File: src/tew_div.sv
// ----------------------------------------------------------------------------
// tew_div
// Unsigned restoring divider, one quotient bit per cycle.
// ----------------------------------------------------------------------------
module tew_div #(
    parameter int NUM_W = 48,
    parameter int DEN_W = 32
) (
    input  logic             clk,
    input  logic             rst_n,
    input  logic             start,
    input  logic [NUM_W-1:0] num,
    input  logic [DEN_W-1:0] den,
    output logic             done,
    output logic [NUM_W-1:0] quo
);
    localparam int CNT_W = $clog2(NUM_W + 1);

    logic             run_reg, run_next;
    logic             done_reg, done_next;
    logic [CNT_W-1:0] cnt_reg, cnt_next;
    logic [DEN_W-1:0] rem_reg, rem_next;
    logic [NUM_W-1:0] quo_reg, quo_next;
    logic [DEN_W-1:0] den_reg, den_next;
    logic [DEN_W:0]   shifted;
    logic [DEN_W:0]   diff;

    always_comb
    begin
        shifted   = {rem_reg, quo_reg[NUM_W-1]};
        diff      = shifted - {1'b0, den_reg};
        run_next  = run_reg;
        done_next = 1'b0;
        cnt_next  = cnt_reg;
        rem_next  = rem_reg;
        quo_next  = quo_reg;
        den_next  = den_reg;
        if (start)
        begin
            run_next = 1'b1;
            cnt_next = '0;
            rem_next = '0;
            quo_next = num;
            den_next = den;
        end
        else if (run_reg)
        begin
            if (!diff[DEN_W])
            begin
                rem_next = diff[DEN_W-1:0];
                quo_next = {quo_reg[NUM_W-2:0], 1'b1};
            end
            else
            begin
                rem_next = shifted[DEN_W-1:0];
                quo_next = {quo_reg[NUM_W-2:0], 1'b0};
            end
            cnt_next = cnt_reg + 1'b1;
            if (cnt_reg == CNT_W'(NUM_W - 1))
            begin
                run_next  = 1'b0;
                done_next = 1'b1;
            end
        end
    end

    always_ff @(posedge clk or negedge rst_n)
    begin
        if (!rst_n)
        begin
            run_reg  <= 1'b0;
            done_reg <= 1'b0;
            cnt_reg  <= '0;
        end
        else
        begin
            run_reg  <= run_next;
            done_reg <= done_next;
            cnt_reg  <= cnt_next;
        end
    end

    always_ff @(posedge clk)
    begin
        rem_reg <= rem_next;
        quo_reg <= quo_next;
        den_reg <= den_next;
    end

    assign done = done_reg;
    assign quo  = quo_reg;
endmodule

File: config.mk
export PLATFORM = sky130hd
export DESIGN_NAME = tew_div
export DESIGN_NICKNAME = d
export VERILOG_FILES = /design/src/tew_div.sv
export SDC_FILE = /design/constraint.sdc
export NUM_CORES = 1
export LEC_CHECK = 0
export ABC_AREA = 1
export BUFFER_PORTS_ARGS = -buffer_cell sky130_fd_sc_hd__buf_2
export CORE_ASPECT_RATIO = 0.7
export CORE_UTILIZATION = 40
export DETAILED_ROUTE_END_ITERATION = 8
export PLACE_DENSITY = 0.66
export SLEW_MARGIN = 20
export SYNTH_ARGS = -nofsm -noshare
export SYNTH_HDL_FRONTEND = slang
export SYNTH_SLANG_ARGS = --single-unit
export TNS_END_PERCENT = 5
File: constraint.sdc
create_clock -name clk -period 2.8 [get_ports clk]
set_input_delay 0.28 -clock clk [delete_from_list [all_inputs] [get_ports clk]]
set_output_delay 0.28 -clock clk [all_outputs]
set_load 0.02 [all_outputs]
==> flow_summary.yaml <==
cells_and_area:
  antenna_cells: 0
  area_growth_pct: 19.9
  largest_register_ffs: 48
  drive_above_1_share_pct: 14.8
  nNetsFinal: 1360
  fill_cells: 1862
synthesis:
  synth_edf_count: 80
  yosys.cell_types.count: 31
  async_flop_share_pct: 6.67
  synth-seq-cells: 120
  yosysSeqAreaShare_pct: 42.9
  yosys.area.top_type: "edfxtp_1"
  synthFlopType: "edfxtp_1"
  synth_commonest_cells: "nand2_1, inv_1, edfxtp_1"
  yosysMostFrequentCell: "nand2_1"
  synth_nets: 1221
  syn_area_sq_mm: 0.00756
  synth_top_area_share_pct: 31.8
  synthTopCellsByArea: "edfxtp_1, nand2_1, inv_1"
  postSynthAreaPerCell_sq_um: 6.85
  syn_inst: 1104
  synth_warnings: 0
timing:
  relSlewSlack_pct: 57.6
  rsz0062_at_grt: "no"
  slew_viol_final: 0
  period_needed_ps: 2550
  finalCritPeriodShare_pct: 91.2
  final_hold_viol_count: 0
  final-setup-viol-count: 0
  fmax_mhz: 391
  skew_ps: 11.0
  tightestPinTransition_ps: 635
  setup_tns_ps: 0
  fin_ws_ps: 245
drt:
  ant_nets: 0
  avgViaCountPerCell: 4.63
  initialDrtViolationCount: 655
  drt_pass1_iterations: 8
  post-route-drc-count: 4
  routedWlPerCell_microns: 13.4
  vias: 6906
  totalWireLength_microns: 20000
global_route:
  grt-ovfl-total: 0
  grt_pass1_vias: 6258
  grt_max_degree: 49
  antenna_found_initial: 0
  gr-usage-all-layers_pct: 20.9
  grt_pass1_wl_microns: 31600
die:
  fp.dieH_microns: 117
  initial_utilization_pct: 41.4
  die_area_sq_mm: 0.0195
  io_pins: 132
  core_sq_mm: 0.0183
  die_x_microns: 166
  core.rowCount: 41
clock_tree:
  cts_buffers: 17
  clockRootBuffer: "clkbuf_16"
  clkLatencyLatePin_ps: 420
  clockBufferDepth: 2
  cts_tree: "done"
  h-tree-depth: 4
  clock_sinks: 120
  cts.clk_slew.worst_paths_ps: 60
  post_cts_buffers: 0
placement:
  pre_cts_slack_ps: 203
  io_buffers: 131
  place_congestion: 0.999
  dp_hpwl_microns: 15000
worst_setup_path:
  path_class: "reg2reg"
  critical_path_required_ps: 2950
  slowest_stage: "fa_1"
  path_cells: "inv_1 -> ha_1 -> fa_1 -> inv_1 -> nand2_1 -> nand2_1 -> nand3_1 -> nand2_1 -> nand2_1 -> nand2_1 -> nand2_2 -> nand2_2 -> nand2_1 -> nand2_2 -> buf_6 -> o21ai_0"
  worst-path-buf-inv: 3
  r2r.worst_path.cells: 16
  worstPathArrival_ps: 2700
  crit_path_max_incr_delay_ps: 400
  startpoint_type: "flip-flop"
  end_kind: "flip-flop"
  r2r_start: "quo[47]"
  path_delay_family: "simple AND/OR/NAND/NOR gates"
  rr_endpoint: "quo[0]"
  r2r_setup_slack_ps: 250
  critPathMaxFanout: 21
  cp-startpoint: "quo[47]"
  crit_top_cell: "nand2_1"
min_path:
  hold_path_end: "den_reg[28]"
  min_path_type: "in2reg"
  hold_path_startpoint: "den[28]"
  holdPathStages: 1
pwr:
  max-vdd-ir-drop_mv: 0.370
  power_density_mw_per_mm2: 534
  power.leakage_nw: 5.08
run:
  max-cap-violations: 0
run_status:
  status: "finished, violations left"
  failed_checks: "DRC"
==> logic make-up (layout without fill, tap and decap cells) <==
group | after synthesis | count (layout) | share of synthesized area, %
AND/OR/NAND/NOR | 667 | 667 | 35.2
buffers and inverters | 234 | 386 | 12.1
flip-flops | 120 | 120 | 42.9
adder cells (fa/ha/maj) | 34 | 34 | 5.73
AO/OA/AOI/OAI | 34 | 34 | 2.37
XOR/XNOR | 15 | 15 | 1.74
==> how the worst max path moves through the flow <==
stage | cells after the start | slack [ps] | endpoint
4_1_cts | 17 | 190 | rem_reg[0]
2_1_floorplan | 16 | 370 | quo[0]
3_5_place_dp | 16 | 200 | quo[0]
6_report | 16 | 250 | quo[0]
5_1_grt | 17 | 20 | rem_reg[3]
3_3_place_gp | 16 | 320 | quo[0]
==> cells in the final DEF, fill, tap and decap left out, types with 4 or more instances in the layout <==
cell	count
clkbuf_16	17
buf_2	130
ha_1	33
nand4_1	5
nand3_1	60
dfrtp_1	8
nand2_1	524
and2_1	5
nor2_1	49
inv_1	209
nor3_1	11
nor2_2	4
inv_6	4
xnor2_1	12
buf_4	10
a21oi_1	21
edfxtp_1	80
o21ai_0	8
nand2_2	4
dfxtp_1	32
==> where the power goes <==
group | internal (mW) | switching, mW
Clock | 1.24 | 0.880
Sequential | 2.02 | 0.0587
Combinational | 0.225 | 0.419
==> per-layer routing <==
metal | up-vias | GRT usage, % | routed length (microns)
met2 | 161 | 29.4 | 8020
met4 | 0 | 4.63 | 81
met1 | 3110 | 31.5 | 10500
met5 | - | 0 | 0
met3 | 8 | 5.75 | 1390
li1 | 3627 | - | -
==> timing repair <==
action                     in CTS  in global routing
setup endpoints to repair       0                 26
resized for setup               0                  2
hold endpoints to repair        8                  0
hold buffers                    1                  0
==> cell type report <==
type	instances	area [sq um]	area share (%)
Timing Repair Buffer	142	747	8.24
Sequential cell	120	3240	35.8
Multi-Input combinational cell	750	3420	37.7
Clock buffer	17	425	4.69
Clock inverter	15	144	1.59
Inverter	212	796	8.78
Tap cell	236	295	3.26
==> stage by stage <==
stage          cells  hold WS [ps]  cell area (sq um)  power [mW]  util (%)
6_report        1492          33.5               9070        4.84      49.6
5_1_grt         1492          7.82               9070        5.05      49.6
4_1_cts         1492          13.8               9050        4.89      49.6
3_5_place_dp    1459           135               8470        2.75      46.4
3_3_place_gp    1459           135               8470        2.75      46.4
2_1_floorplan   1104         -15.6               7560        2.51         -
==> worst register-to-register path, cell delays in order (launching register included) <==
cell      delay, ps
edfxtp_1        340
inv_1            60
ha_1            220
fa_1            400
inv_1            90
nand2_1          50
nand2_1         110
nand3_1          80
nand2_1         140
nand2_1          70
nand2_1         110
nand2_2          90
nand2_2          80
nand2_1          60
nand2_2          80
buf_6           200
o21ai_0         100
Power figures use the tool's default switching activity.
