[config.mk]
export PLATFORM = sky130hd
export DESIGN_NAME = tew_mul
export DESIGN_NICKNAME = d
export VERILOG_FILES = /design/src/tew_pkg.sv /design/src/tew_mul.sv
export SDC_FILE = /design/constraint.sdc
export NUM_CORES = 2
export LEC_CHECK = 0
export BUFFER_PORTS_ARGS = -buffer_cell sky130_fd_sc_hd__clkbuf_2
export CAP_MARGIN = 20
export CORE_ASPECT_RATIO = 1.25
export CORE_MARGIN = 5
export CORE_UTILIZATION = 65
export CTS_CLUSTER_DIAMETER = 60
export DETAILED_ROUTE_END_ITERATION = 6
export PLACE_DENSITY = 0.89
export SLEW_MARGIN = 5
export SYNTH_ARGS = -nofsm -noshare
export SYNTH_HDL_FRONTEND = slang
export SYNTH_SLANG_ARGS = --single-unit
[constraint.sdc]
create_clock -name clk -period 17.5 [get_ports clk]
set_input_delay 5.25 -clock clk [delete_from_list [all_inputs] [get_ports clk]]
set_output_delay 5.25 -clock clk [all_outputs]
set_load 0.005 [all_outputs]
[src/tew_pkg.sv]
// ----------------------------------------------------------------------------
// tew_pkg
// Shared types, request codes and saturation helpers of the edge walker.
// ----------------------------------------------------------------------------
package tew_pkg;

    localparam int FRAC_BITS_DEF = 16;
    localparam int NUM_ATTRS_DEF = 5;
    localparam int OUT_ATTRS     = 5;
    localparam int MUL_W         = 33;
    localparam int PROD_W        = 2 * MUL_W;
    localparam int ACC_W         = PROD_W + 2;

    localparam logic [1:0] REQ_POS  = 2'd0;
    localparam logic [1:0] REQ_ATTR = 2'd1;
    localparam logic [1:0] REQ_STEP = 2'd2;

    typedef enum logic [3:0] {
        ST_IDLE,
        ST_DIV,
        ST_POS_MUL,
        ST_POS_FIN,
        ST_ATT_M1,
        ST_ATT_M2,
        ST_ATT_M3,
        ST_ATT_FIN,
        ST_STEP_X,
        ST_STEP_A,
        ST_DONE
    } state_t;

    typedef struct packed {
        logic [1:0]         req_type;
        logic signed [31:0] top_x;
        logic signed [31:0] top_y;
        logic signed [31:0] bottom_x;
        logic signed [31:0] bottom_y;
        logic [2:0]         attr_sel;
        logic signed [31:0] attr_start;
        logic signed [31:0] attr_dx;
        logic signed [31:0] attr_dy;
    } in_item_t;

    typedef struct packed {
        logic signed [31:0] cur_x;
        logic signed [31:0] cur_slope;
        logic signed [15:0] first_line;
        logic signed [15:0] end_line;
        logic signed [31:0] cur_tex_u;
        logic signed [31:0] cur_tex_v;
        logic signed [31:0] cur_inv_z;
        logic signed [31:0] cur_depth;
        logic signed [31:0] cur_light;
        logic               flat_edge;
        logic               sat_flag;
    } out_item_t;

    typedef struct packed {
        logic               sat;
        logic signed [31:0] value;
    } sat32_t;

    typedef struct packed {
        logic               sat;
        logic signed [15:0] value;
    } sat16_t;

    function automatic sat32_t sat32(input logic signed [ACC_W-1:0] v);
        sat32_t r;
        if (v > ACC_W'(64'sd2147483647)) begin
            r.sat   = 1'b1;
            r.value = 32'sh7FFFFFFF;
        end
        else if (v < -ACC_W'(64'sd2147483648)) begin
            r.sat   = 1'b1;
            r.value = 32'sh80000000;
        end
        else begin
            r.sat   = 1'b0;
            r.value = v[31:0];
        end
        return r;
    endfunction

    function automatic sat16_t sat16(input logic signed [32:0] v);
        sat16_t r;
        if (v > 33'sd32767) begin
            r.sat   = 1'b1;
            r.value = 16'sh7FFF;
        end
        else if (v < -33'sd32768) begin
            r.sat   = 1'b1;
            r.value = 16'sh8000;
        end
        else begin
            r.sat   = 1'b0;
            r.value = v[15:0];
        end
        return r;
    endfunction

endpackage

[src/tew_mul.sv]
// ----------------------------------------------------------------------------
// tew_mul
// Shared signed multiplier with a registered product.
// ----------------------------------------------------------------------------
module tew_mul
    import tew_pkg::*;
(
    input  logic                     clk,
    input  logic signed [MUL_W-1:0]  a,
    input  logic signed [MUL_W-1:0]  b,
    output logic signed [PROD_W-1:0] p
);
    logic signed [PROD_W-1:0] p_reg;

    always_ff @(posedge clk)
    begin
        p_reg <= a * b;
    end

    assign p = p_reg;
endmodule
==> impl_metrics.json <==
{
  "status": "completed",
  "drive_gt1_share_pct": 4.606,
  "ys.flop_type": "dfxtp_1",
  "initial_core_util_pct": 65.67,
  "grt_max_degree": 34,
  "cpMostUsedCell": "fa_1",
  "start_kind": "input port",
  "core_area_um2": 62020,
  "viasPerCell": 5.877,
  "clk_pin_slew_ns": 0.08,
  "cts_tree": "done",
  "synth_edf_count": 0,
  "fp-row-count": 102,
  "fin_nets": 5701,
  "synthTopCellsByCount": "fa_1 (1145), inv_1 (1131), and2_1 (562)",
  "vias": 30070,
  "cts_max_level": 3,
  "grt_util_all_layers_pct": 34.52,
  "antenna_found_initial": 11,
  "fin_setup_tns_ns": 0,
  "hold_depth": 3,
  "first_pass_iters": 7,
  "cts_made_buffers": 9,
  "rsz0062_at_grt": "no",
  "largest_reg_flops": 66,
  "cpPeakStageDelay_ns": 1.20,
  "wl_per_cell_um": 21.95,
  "cts_buffer_depth": 2,
  "synthArstFlopShare_pct": 0,
  "cts_root_buffer": "clkbuf_16",
  "dieArea_um2": 67810,
  "maxSlewViolCount": 0,
  "syn-cell-area_um2": 40730,
  "yosys.area.top_type_share_pct": 56.27,
  "final_cells": 5116,
  "fillers": 4585,
  "cap_violations": 0,
  "crit_family": "adder cells",
  "gp_congestion": 0.9769,
  "cp_max_fo": 33,
  "fmax_mhz": 75.48,
  "avgSynthCellArea_um2": 9.390,
  "hold_class": "in2reg",
  "ant_nets": 0,
  "ys_ff_latch": 66,
  "cts_resized": 0,
  "path_class": "in2reg",
  "yosysSeqAreaShare_pct": 3.244,
  "drtIter0Drc": 2580,
  "finalHoldViolCount": 0,
  "grt_pass1_wl_um": 179400,
  "cp_slowest_cell": "fa_1",
  "setup.worst_path.start": "b[9]",
  "synthesis.instances": 4338,
  "dp_hpwl_um": 92260,
  "worstPathRequired_ns": 17.72,
  "synth_fp_nets": 5767,
  "end_kind": "register",
  "cp.arrival_ns": 13.47,
  "grt_overflow_total": 0,
  "timing.final.crit_share_pct": 75.71,
  "ctsHoldBuffers": 0,
  "io_pins": 133,
  "dp_cells": 5091,
  "post_cts_buffers": 0,
  "worstMarginPinSlew_ns": 1.053,
  "setup-violations-final": 0,
  "maxSlewHeadroom_pct": 29.82,
  "hp-start": "a[0]",
  "numPortBuffers": 132,
  "grt_pass1_vias": 34250,
  "routed_wl_um": 112300,
  "synth_area_leaders": "fa_1 (56%), inv_1 (10%), and2_1 (8.6%)",
  "fin_crit_ns": 13.25,
  "cts.sinks": 66,
  "die_w_um": 233.9,
  "yosysMostFrequentCell": "fa_1",
  "synth_area_leader_cell": "fa_1",
  "cp.buffers_inverters": 4,
  "drc": 0,
  "syn_to_final_growth_pct": 3.066,
  "crit_chain": "clkbuf_2 > nand2_1 > fa_1 > fa_1 > fa_1 > inv_1 > fa_1 > fa_1 > fa_1 > fa_1 > inv_1 > fa_1 > inv_1 > ha_1 > a21o_1 > a21o_1 > a21oi_1 > nor2b_1 > o21ai_0 > nor4b_1 > a211oi_2",
  "die_y_um": 289.9,
  "synth_cell_type_count": 80,
  "cp.depth": 21,
  "yosys_warnings": 0
}
## through the flow
| step | hold slack, ns | util, % | worst slack [ns] | cell area, um^2 |
|---|---|---|---|---|
| floorplan | 5.377 | - | 5.014 | 40730 |
| global placement | 5.624 | 67.17 | 4.246 | 41660 |
| detailed placement | 5.622 | 67.17 | 4.008 | 41660 |
| CTS | 5.485 | 67.62 | 4.372 | 41940 |
| global route | 5.503 | 67.69 | 3.960 | 41980 |
| finish | 5.504 | 67.69 | 4.251 | 41980 |
## path summary, 6_finish.rpt
| path | end |
|---|---|
| worst max-delay path | p[62]$_DFF_P_ |
| worst min-delay path | p[0]$_DFF_P_ |
## worst min-delay path, cell delays in order
cell,delay [ns]
clkbuf_2,0.09
buf_4,0.27
and2_1,0.22
## placed cells by master (no fill, tap or decap), drive strengths merged, types with 5 or more instances in the layout
master,n
nand3,26
a211o,6
dfxtp,66
xnor2,43
a21o,38
nor2,68
xor2,25
a21oi,61
and4,5
inv,1132
nand2b,12
a211oi,11
nor3,7
ha,217
a31oi,9
and3,6
o31ai,7
clkbuf,141
o21bai,11
nor2b,5
o211ai,5
nand4,12
buf,12
and2,563
nand2,551
fa,1145
o21a,6
diode,7
o21ai,33
## final cells by class
| cell class | instances | area, um^2 | area share [%] |
|---|---|---|---|
| well taps | 832 | 1041 | 2.480 |
| clock buffers | 9 | 225.2 | 0.5364 |
| flip-flops and latches | 66 | 1321 | 3.147 |
| inverters | 1131 | 4245 | 10.11 |
| repair buffers | 144 | 762.0 | 1.815 |
| multi-input cells | 2920 | 34320 | 81.74 |
| diodes | 7 | 17.52 | 0.04172 |
| clock inverters | 7 | 53.80 | 0.1282 |
## per-layer routing
metal | track usage [%] | wire length (um) | up-vias
li1 | - | - | 12200
met3 | 4.889 | 7630 | 713
met5 | 0 | 39 | -
met4 | 32.68 | 14070 | 6
met1 | 36.65 | 33250 | 15410
met2 | 58.05 | 57300 | 1738
## logic make-up after synthesis
family          count (synthesis)  synth area share, %
simple gates                 1271                15.78
fa+ha+maj                    1362                62.94
compound gates                219                4.067
flops                          66                3.244
buf+inv                      1352                12.51
xor+xnor                       68                1.462
Power is not shown: default switching activity piles up to over one toggle a cycle in this logic, so the estimate is an artifact.
